===== src/sv/tmbc_pkg.sv =====
// Shared types and constants of the tile map box collision block.
package tmbc_pkg;

  // Field widths of one input word
  localparam int CELL_W = 7;
  localparam int BOX_W  = 24;

  // Item kind codes
  localparam logic KIND_WRITE = 1'b0;
  localparam logic KIND_QUERY = 1'b1;

  // Controller -> datapath commands
  typedef struct packed {
    logic capture;      // latch the accepted input word
    logic calc;         // register cell bounds / write index, clear hit accumulator
    logic wr_rd;        // read the row addressed by the write index
    logic wr_commit;    // write back the row with one cell updated
    logic scan_rd;      // read the current scan row and step the column
    logic result_load;  // load the hit result into the output register
  } ctrl_cmd_t;

  // Datapath -> controller status
  typedef struct packed {
    logic is_query;
    logic write_ok;     // write coordinates are nonzero and land inside the map
    logic empty;        // box covers no in-map cell
    logic x_last;       // scan column has reached the right bound
  } dp_sts_t;

endpackage


===== src/sv/tmbc_ctrl.sv =====
// Controller: sequences capture, write read-modify-write, column scan and result handoff.
module tmbc_ctrl (
  input  logic                clk_i,
  input  logic                rst_ni,
  input  logic                in_valid_i,
  output logic                in_ready_o,
  output logic                out_valid_o,
  input  logic                out_ready_i,
  output tmbc_pkg::ctrl_cmd_t cmd_o,
  input  tmbc_pkg::dp_sts_t   sts_i
);
  import tmbc_pkg::*;

  typedef enum logic [2:0] {
    S_IDLE,
    S_CALC,
    S_ROUTE,
    S_WR,
    S_SCAN,
    S_DRAIN
  } state_e;

  state_e    state_q, state_d;
  logic      out_valid_q, out_valid_d;
  ctrl_cmd_t cmd;

  always_comb begin
    state_d = state_q;
    cmd     = '0;
    cmd.capture = (state_q == S_IDLE) && in_valid_i;
    unique case (state_q)
      S_IDLE: begin
        if (in_valid_i) state_d = S_CALC;
      end
      S_CALC: begin
        cmd.calc = 1'b1;
        state_d  = S_ROUTE;
      end
      S_ROUTE: begin
        if (!sts_i.is_query) begin
          if (sts_i.write_ok) begin
            cmd.wr_rd = 1'b1;
            state_d   = S_WR;
          end else begin
            state_d = S_IDLE;
          end
        end else if (sts_i.empty) begin
          state_d = S_DRAIN;
        end else begin
          cmd.scan_rd = 1'b1;
          state_d     = sts_i.x_last ? S_DRAIN : S_SCAN;
        end
      end
      S_WR: begin
        cmd.wr_commit = 1'b1;
        state_d       = S_IDLE;
      end
      S_SCAN: begin
        cmd.scan_rd = 1'b1;
        if (sts_i.x_last) state_d = S_DRAIN;
      end
      S_DRAIN: begin
        if (!out_valid_q || out_ready_i) begin
          cmd.result_load = 1'b1;
          state_d         = S_IDLE;
        end
      end
      default: state_d = S_IDLE;
    endcase

    if (cmd.result_load) begin
      out_valid_d = 1'b1;
    end else if (out_ready_i) begin
      out_valid_d = 1'b0;
    end else begin
      out_valid_d = out_valid_q;
    end
  end

  always_ff @(posedge clk_i or negedge rst_ni) begin
    if (!rst_ni) begin
      state_q     <= S_IDLE;
      out_valid_q <= 1'b0;
    end else begin
      state_q     <= state_d;
      out_valid_q <= out_valid_d;
    end
  end

  assign in_ready_o  = (state_q == S_IDLE);
  assign out_valid_o = out_valid_q;
  assign cmd_o       = cmd;

endmodule

===== config.mk =====
export PLATFORM = sky130hd
export DESIGN_NAME = tmbc_ctrl
export DESIGN_NICKNAME = d
export VERILOG_FILES = /design/src/sv/tmbc_pkg.sv /design/src/sv/tmbc_ctrl.sv
export SDC_FILE = /design/constraint.sdc
export NUM_CORES = 1
export LEC_CHECK = 0
export BUFFER_PORTS_ARGS = -buffer_cell sky130_fd_sc_hd__clkbuf_2
export CAP_MARGIN = 0
export CORE_AREA = 2 2 39 41
export CTS_CLUSTER_DIAMETER = 40
export CTS_CLUSTER_SIZE = 40
export DETAILED_ROUTE_END_ITERATION = 10
export DIE_AREA = 0 0 41 43
export HOLD_SLACK_MARGIN = 0.03
export PLACE_DENSITY = 0.6
export SLEW_MARGIN = 20
export SYNTH_ARGS = -nofsm -noshare
export SYNTH_HDL_FRONTEND = slang
export SYNTH_SLANG_ARGS = --single-unit
export TNS_END_PERCENT = 5

===== constraint.sdc =====
create_clock -name clk_i -period 1.2 [get_ports clk_i]
set_input_delay 0.12 -clock clk_i [delete_from_list [all_inputs] [get_ports clk_i]]
set_output_delay 0.12 -clock clk_i [all_outputs]
set_load 0.01 [all_outputs]

==> results of run 1 <==
-- repair_timing --
action,4_1_cts,5_1_grt
pin swaps,0,1
buffers inserted,0,2
resized for setup,3,10
hold buffers,1,0
endpoints found under the setup margin,8,8
endpoints found under the hold margin,4,0
-- cell usage after synthesis --
| master | count | area [µm²] |
|---|---|---|
| o22ai_1 | 1 | 6.26 |
| o22a_1 | 1 | 8.76 |
| a21oi_1 | 3 | 15.0 |
| nor2_1 | 2 | 7.51 |
| o32ai_1 | 1 | 8.76 |
| buf_4 | 1 | 7.51 |
| nand2b_1 | 3 | 18.8 |
| or2_1 | 2 | 12.5 |
| nor2b_1 | 1 | 6.26 |
| and2_1 | 1 | 6.26 |
| nor3_1 | 3 | 15.0 |
| inv_1 | 1 | 3.75 |
| buf_2 | 1 | 5.00 |
| or3b_1 | 1 | 8.76 |
| dfrtp_1 | 4 | 100 |
| nand2b_4 | 1 | 13.8 |
| nand3b_1 | 2 | 15.0 |
| buf_6 | 1 | 11.3 |
| and4bb_1 | 1 | 12.5 |
| o2bb2ai_1 | 1 | 8.76 |
| nand2_1 | 1 | 3.75 |
| or2_2 | 2 | 12.5 |
-- stage by stage --
| stage | total power [µW] | instance area, µm² | hold slack, ns |
|---|---|---|---|
| floorplan | 654 | 312 | -0.176 |
| global placement | 866 | 428 | -0.0644 |
| detailed placement | 867 | 428 | -0.0653 |
| CTS | 1090 | 475 | 0.226 |
| global route | 1230 | 507 | 0.252 |
| finish | 1140 | 507 | 0.216 |
-- path summary, 6_finish.rpt --
path	slack (ns)	end	startpoint	depth (start not counted)
setup / recovery	-0.27	cmd_o[1]	state_q[2]	4
hold / removal	0.22	state_q[0]	rst_ni	2
setup reg to reg	-0.07	state_q[0]	state_q[1]	5
hold reg to reg	0.56	out_valid_o	out_valid_o	2
max in group asynchronous	0.85	state_q[0]	rst_ni	2
min in group clk_i	0.23	out_valid_o	out_ready_i	3
-- layout by cell type, fill, tap and decap left out, types with 2 or more instances in the layout --
cell	count
a21oi_1	2
buf_2	6
buf_4	8
clkbuf_2	9
clkbuf_4	3
dfrtp_1	3
nand2b_1	3
nand3b_1	2
nor3_4	2
or2_1	2
or2_2	2
-- state kept, by name (all words and copies together) (netlist names) --
| signal | cells |
|---|---|
| state_q | 3 |
| out_valid_o | 1 |
-- routing by layer --
layer | track usage (%) | routed length (µm)
met1 | 12.6 | 365
met2 | 11.3 | 324
met3 | 1.57 | 46
met4 | 12.0 | 10
met5 | 0 | 0
-- cell type report --
| class | count | share of cell area, % |
|---|---|---|
| Timing Repair Buffer | 24 | 28.6 |
| Inverter | 1 | 0.741 |
| Sequential cell | 4 | 20.0 |
| Clock buffer | 3 | 4.44 |
| Tap cell | 16 | 3.95 |
| Multi-Input combinational cell | 27 | 42.2 |
-- report_power, final --
part           internal [µW]  switching (µW)
Sequential               193            76.0
Combinational            374             318
Clock                    113            67.7
-- cell families after synthesis --
| kind of cell | after synthesis | synth area share [%] |
|---|---|---|
| AO/OA/AOI/OAI | 7 | 15.4 |
| buffers and inverters | 4 | 8.94 |
| flip-flops | 4 | 32.5 |
| AND/OR/NAND/NOR | 20 | 43.1 |
==> results.yml, run 1 <==
status:
  run_status: "complete, but fails checks"
  violations: "setup timing"
job:
  cap_violations: 0
logic_synthesis:
  synth_fp_nets: 43
  yosysUniqueCellTypes: 22
  syn_area_um2: 308
  synth_cells: 35
  synth_seq_area_share_pct: 32.5
  yosys_warnings: 0
  ys_seq_elements: 4
  synth_area_per_cell_um2: 8.79
clock_network:
  htreeDepth: 1
  clock_sinks: 4
  tritoncts: "yes"
  clk_transition_reported_paths_ns: 0.04
  clockRootBuffer: "clkbuf_4"
  clockBufferDepth: 2
  clock_latency_ns: 0.24
  numCtsBuffers: 3
placed_design:
  place_inst: 69
  dpl.hpwl_um: 572
  dp_slack_ns: -0.0294
  port_buffers: 15
  gp_congestion: 0.761
floorplanning:
  coreArea_um2: 1380
  start_util_pct: 22.2
  rows: 14
  die_area_um2: 1760
  io_pins: 16
  fp.dieW_um: 41
  die_h_um: 43
detailed_routing:
  avgViaCountPerCell: 4.41
  drt_iter0_drc: 2
  detail-route-antenna-nets: 0
  wirelength_um: 747
  routedWlPerCell_um: 9.96
  num_vias: 331
  drcViolationCount: 0
  firstDrtPassIters: 2
global_routing:
  grt_overflow_total: 0
  grt_pass1_wl_mm: 1.06
  grt_use_total_pct: 9.66
  antenna_found_initial: 0
  grt_pass1_vias: 257
  grt_max_degree: 10
critical_path:
  end_kind: "output pin"
  crit_chain: "nand2b_4 -> or3b_1 -> a21oi_2 -> buf_2"
  worstPathArrival_ns: 1.35
  max_stage_delay_ns: 0.37
  worst-setup-path-type: "reg -> out"
  worstPathRequired_ns: 1.08
  cp_slowest_cell: "dfrtp_1"
  crit_family: "simple AND/OR/NAND/NOR gates"
  crit_path_max_fanout: 2
  cp.buffers_inverters: 1
  start_kind: "register"
finish:
  layout-drive-gt1-share_pct: 59.3
  final_cells: 75
  diodes: 0
  fin_nets: 69
  multi_input_area_um2: 214
  post-route-util_pct: 36.6
  seq_area_um2: 101
  area_growth_pct: 64.6
  fill_cells: 138
sta:
  setup_tns_ns: -0.892
  finClkSkew_ns: 0.00250
  worst_pin_slew_ns: 0.228
  max_clock_freq_mhz: 679
  fin_ws_ns: -0.274
  period_share_pct: 123
  maxSlewHeadroom_pct: 84.7
  finalHoldViolCount: 0
  setup_viol: 8
  slew_viol_final: 0
  rsz0062_at_grt: "true"
  min_period_ns: 1.47
power_and_ir_drop:
  peakVddDrop_mv: 1.15
  pwr_density_cell_nw_per_um2: 2250
  p_leak_uw: 0.000254
min_path:
  hp-class: "in -> async"
(Power assumes the default switching activity.)
==> run 2: changes to the inputs <==
--- a/config.mk
+++ b/config.mk
@@ -14,6 +14,7 @@
 export DIE_AREA = 0 0 41 43
 export HOLD_SLACK_MARGIN = 0.03
 export PLACE_DENSITY = 0.6
+export SKIP_LAST_GASP = 1
 export SLEW_MARGIN = 20
 export SYNTH_ARGS = -nofsm -noshare
 export SYNTH_HDL_FRONTEND = slang
==> run 2 against run 1 <==
  * The run still ends with setup timing left
  * Largest cell class unchanged
  * Count of clock-buffer cells in the layout unchanged
  * Die area did not move
  * First-iteration DRC count grew 100%
==> results.yml, run 2 (synthesized netlist as in run 1, its figures left out) <==
status:
  run_status: "complete, but fails checks"
  violations: "setup timing"
sta:
  min_period_ns: 1.46
  period_share_pct: 122
  rsz0062_at_grt: "true"
  setup_tns_ns: -1.01
  max_clock_freq_mhz: 683
  fin_ws_ns: -0.264
  holdWs_ns: 0.224
  setup_viol: 8
  finalHoldViolCount: 0
  maxSlewHeadroom_pct: 81.8
  worst_pin_slew_ns: 0.274
  slew_viol_final: 0
  finClkSkew_ns: 0.00403
floorplanning:
  io_pins: 16
  coreArea_um2: 1380
  start_util_pct: 22.2
  die_area_um2: 1760
  rows: 14
  fp.dieW_um: 41
  die_h_um: 43
critical_path:
  timing.rr.end: "state_q[0]"
  rrSetupSlack_ns: -0.09
  crit_family: "simple AND/OR/NAND/NOR gates"
  end_kind: "output pin"
  worstPathRequired_ns: 1.08
  worstPathArrival_ns: 1.34
  cp_slowest_cell: "dfrtp_1"
  rr_startpoint: "state_q[1]"
  max_stage_delay_ns: 0.36
  crit_chain: "nand2b_4 -> or3b_1 -> a21oi_2 -> buf_2"
  crit_path_max_fanout: 2
  start_kind: "register"
  worst-r2r-cell-count: 5
  cp.buffers_inverters: 1
  worst-setup-path-type: "reg -> out"
global_routing:
  use_met1_pct: 12.6
  grt_pass1_wl_mm: 1.06
  grt_max_degree: 10
  grt_overflow_total: 0
  grt_use_total_pct: 9.66
  grt_pass1_vias: 257
  gr-usage-met3_pct: 1.57
  grt.busiest_layer: "met1"
  antenna_found_initial: 0
  met2_usage_pct: 11.3
finish:
  diodes: 0
  final_common_cell: "clkbuf_2"
  largest-register: "state_q"
  final_cells: 75
  layout_common_cells: "clkbuf_2, buf_4, dfrtp_1"
  area_growth_pct: 56.1
  largest_reg_flops: 3
  layout-drive-gt1-share_pct: 52.5
  fin_nets: 69
detailed_routing:
  drcViolationCount: 0
  drt_iter0_drc: 4
  num_vias: 326
  detail-route-antenna-nets: 0
  firstDrtPassIters: 3
  avgViaCountPerCell: 4.35
  wirelength_um: 711
  routedWlPerCell_um: 9.48
clock_network:
  numCtsBuffers: 3
  clockBufferDepth: 2
  htreeDepth: 1
  clk_transition_reported_paths_ns: 0.04
  clockRootBuffer: "clkbuf_4"
  tritoncts: "yes"
  clock_sinks: 4
  clock_latency_ns: 0.24
job:
  cap_violations: 0
placed_design:
  dpl.hpwl_um: 572
  gp_congestion: 0.761
  place_inst: 69
  port_buffers: 15
power_and_ir_drop:
  pwr_density_cell_nw_per_um2: 2220
  p_leak_uw: 0.000248
  peakVddDrop_mv: 0.975
min_path:
  hp-class: "in -> async"
==> run 2: layout make-up <==
type | count | area (µm²)
well taps | 16 | 20.0
fillers | 141 | 903
repair buffers | 24 | 145
inverters | 1 | 3.75
flip-flops and latches | 4 | 100
multi-input cells | 27 | 189
clock buffers | 3 | 22.5
==> run 2: timing repair <==
action,4_1_cts,5_1_grt
setup buffers,0,2
hold buffers,1,0
setup endpoints to repair,8,8
endpoints found under the hold margin,4,0
gates resized for setup,0,2
==> run 2: through the flow <==
step           instance area (µm²)  setup slack (ns)  power, µW  utilization, %
6_report                       480            -0.264       1070            34.7
5_1_grt                        480            -0.310       1160            34.7
4_1_cts                        460            -0.292       1060            33.3
3_5_place_dp                   428           -0.0294        867            30.9
3_3_place_gp                   428          -0.00761        866            30.9
2_1_floorplan                  312           -0.0643        654               -
==> run 2: worst max path at each step <==
stage	start	end	slack [ns]	depth (start not counted)
floorplan	state_q[2]	cmd_o[1]	-0.06	4
global placement	state_q[2]	cmd_o[1]	-0.008	4
detailed placement	state_q[2]	cmd_o[1]	-0.03	4
CTS	state_q[2]	cmd_o[1]	-0.29	4
global route	state_q[2]	cmd_o[1]	-0.31	4
finish	state_q[2]	cmd_o[1]	-0.26	4
==> run 2: layer usage <==
metal / part of all wire (%) / wire [µm]
met5: 0 / 0
met1: 50 / 354
met3: 5.6 / 40
met2: 45 / 317
met4: 0 / 0
==> run 2: where the power goes <==
group          leakage (µW)  internal, µW  switching, µW
combinational      0.000181           357            282
clock             0.0000138           112           59.7
sequential        0.0000526           190           66.4
==> run 3: changes to the inputs <==
--- a/config.mk
+++ b/config.mk
@@ -5,6 +5,7 @@
 export SDC_FILE = /design/constraint.sdc
 export NUM_CORES = 1
 export LEC_CHECK = 0
+export ABC_AREA = 1
 export BUFFER_PORTS_ARGS = -buffer_cell sky130_fd_sc_hd__clkbuf_2
 export CAP_MARGIN = 0
 export CORE_AREA = 2 2 39 41
@@ -13,7 +14,7 @@
 export DETAILED_ROUTE_END_ITERATION = 10
 export DIE_AREA = 0 0 41 43
 export HOLD_SLACK_MARGIN = 0.03
-export PLACE_DENSITY = 0.6
+export PLACE_DENSITY = 0.62
 export SKIP_LAST_GASP = 1
 export SLEW_MARGIN = 20
 export SYNTH_ARGS = -nofsm -noshare
==> run 3 against run 2 <==
  * The flow still finishes with violations (setup timing)
  * Clock power down 6%
  * Core utilization down 0.36 points
  * Design area down 1.0%
  * Flip-flop and latch count unchanged
  * Critical path depth down 1
  * Clock skew down 0.0018 ns
  * Non-clock buffer count down 4
  * Final cell count up 13%
  * Highest routed layer unchanged
==> results.yml, run 3 <==
power_and_ir_drop:
  power.total_uw: 1090
  p_leak_uw: 0.000279
  peakVddDrop_mv: 0.721
  pwr_density_cell_nw_per_um2: 2290
logic_synthesis:
  yosys_warnings: 0
  ys_seq_elements: 4
  synth_fp_nets: 56
  synth.most_common_cell: "nand2_1"
  syn_area_um2: 327
  synth_seq_area_share_pct: 30.7
  async_flop_share_pct: 100
  synth_cells: 48
  synth_area_per_cell_um2: 6.80
  yosysUniqueCellTypes: 17
  synth_top_area_share_pct: 30.7
  yosys-top-cells-count: "nand2_1, inv_1, dfrtp_1, nor2_1, nor2_2"
  ys_top_cells_by_area: "dfrtp_1, nand2_1, inv_1"
  synth_ff_type: "dfrtp_1"
  yosysTopAreaCell: "dfrtp_1"
  synth_edf_count: 0
floorplanning:
  io_pins: 16
  coreArea_um2: 1380
  rows: 14
  die_h_um: 43
  fp.dieW_um: 41
  start_util_pct: 23.6
  die_area_um2: 1760
critical_path:
  start_kind: "register"
  crit_path_max_fanout: 6
  rr_startpoint: "state_q[2]"
  rrSetupSlack_ns: 0.08
  worstPathRequired_ns: 1.08
  worst-r2r-cell-count: 6
  timing.rr.end: "state_q[2]"
  worstPathArrival_ns: 1.17
  worst-setup-path-type: "reg -> out"
  end_kind: "output pin"
finish:
  final_common_cell: "clkbuf_2"
  fin_nets: 79
  area_growth_pct: 45.6
  largest-register: "state_q"
  diodes: 0
  final_area_um2: 475
  fill_cells: 149
  layout-drive-gt1-share_pct: 49.3
  post-route-util_pct: 34.4
  layout_common_cells: "clkbuf_2, nand2_1, inv_1"
  largest_reg_flops: 3
detailed_routing:
  drcViolationCount: 0
  detail-route-antenna-nets: 0
  drt_iter0_drc: 3
  num_vias: 335
  firstDrtPassIters: 2
  routedWlPerCell_um: 7.22
  avgViaCountPerCell: 3.94
  wirelength_um: 614
sta:
  finalHoldViolCount: 0
  setup_viol: 6
  maxSlewHeadroom_pct: 87.1
  fin_ws_ns: -0.0939
  slew_viol_final: 0
  setup_tns_ns: -0.385
  period_share_pct: 108
  finClkSkew_ns: 0.00221
  rsz0062_at_grt: "true"
  holdWs_ns: 0.231
  worst_pin_slew_ns: 0.193
  min_period_ns: 1.29
  max_clock_freq_mhz: 773
clock_network:
  clock_sinks: 4
  clock_latency_ns: 0.23
  clockRootBuffer: "clkbuf_4"
  clk_transition_reported_paths_ns: 0.04
  htreeDepth: 1
  clockBufferDepth: 2
  numCtsBuffers: 3
  tritoncts: "yes"
job:
  cap_violations: 0
placed_design:
  port_buffers: 15
  gp_congestion: 0.727
  place_area_um2: 418
  dpl.hpwl_um: 527
global_routing:
  antenna_found_initial: 0
  grt_max_degree: 7
  grt_pass1_wl_mm: 1.03
  grt_overflow_total: 0
  grt_use_total_pct: 9.09
  grt_pass1_vias: 294
status:
  run_status: "complete, but fails checks"
  violations: "setup timing"
min_path:
  hp-class: "in -> async"
==> run 3: cells by family after synthesis <==
kind of cell / count (synthesis) / synth area share (%)
buf+inv: 12 / 18.8
compound gates: 3 / 4.98
flops: 4 / 30.7
simple gates: 29 / 45.6
==> run 3: power breakdown <==
part	leakage [µW]	total, µW	switching, µW	internal, µW
registers	0.0000522	265	68.5	196
clock network	0.0000138	161	49.4	112
logic	0.000213	662	372	290
total	0.000279	1090	490	598
==> run 3: worst max-delay path: stages (launching register included) <==
cell and delay [ns]:
dfrtp_1 0.42, buf_4 0.18, nor3_1 0.18, clkbuf_2 0.16
==> run 3: per-stage QoR <==
step / std cells / setup slack, ns
2_1_floorplan: 48 / 0.0826
3_3_place_gp: 79 / 0.0824
3_5_place_dp: 79 / 0.0746
4_1_cts: 84 / -0.0981
5_1_grt: 85 / -0.157
6_report: 85 / -0.0939
==> run 3: layer usage <==
| layer | global-route usage, % | vias up | wire length (µm) |
|---|---|---|---|
| met4 | 8.00 | 0 | 0 |
| li1 | - | 190 | - |
| met2 | 12.8 | 6 | 325 |
| met3 | 3.14 | 0 | 26 |
| met1 | 10.2 | 139 | 262 |
| met5 | 0 | - | 0 |
==> run 3: area by class of cell <==
type,instances,area [µm²],area share [%]
clock buffers,3,22.5,4.74
well taps,16,20.0,4.21
flip-flops and latches,4,100,21.1
multi-input cells,32,175,36.8
inverters,10,42.5,8.95
repair buffers,20,115,24.2
==> run 3: worst max-delay path by stage <==
stage,startpoint,endpoint,slack [ns]
after floorplan,state_q[2],cmd_o[1],0.08
after global placement,state_q[0],cmd_o[1],0.08
after detailed placement,state_q[0],cmd_o[1],0.07
after CTS,state_q[0],cmd_o[1],-0.1
after global routing,state_q[2],cmd_o[1],-0.16
final,state_q[2],cmd_o[2],-0.09
==> run 3: timing repair <==
action                                  in CTS  in global routing
setup buffers                                1                  1
hold buffers                                 1                  0
endpoints found under the setup margin       6                  9
hold endpoints to repair                     4                  0
cloned                                       0                  0
pin swaps                                    0                  3
resized for setup                            4                  3
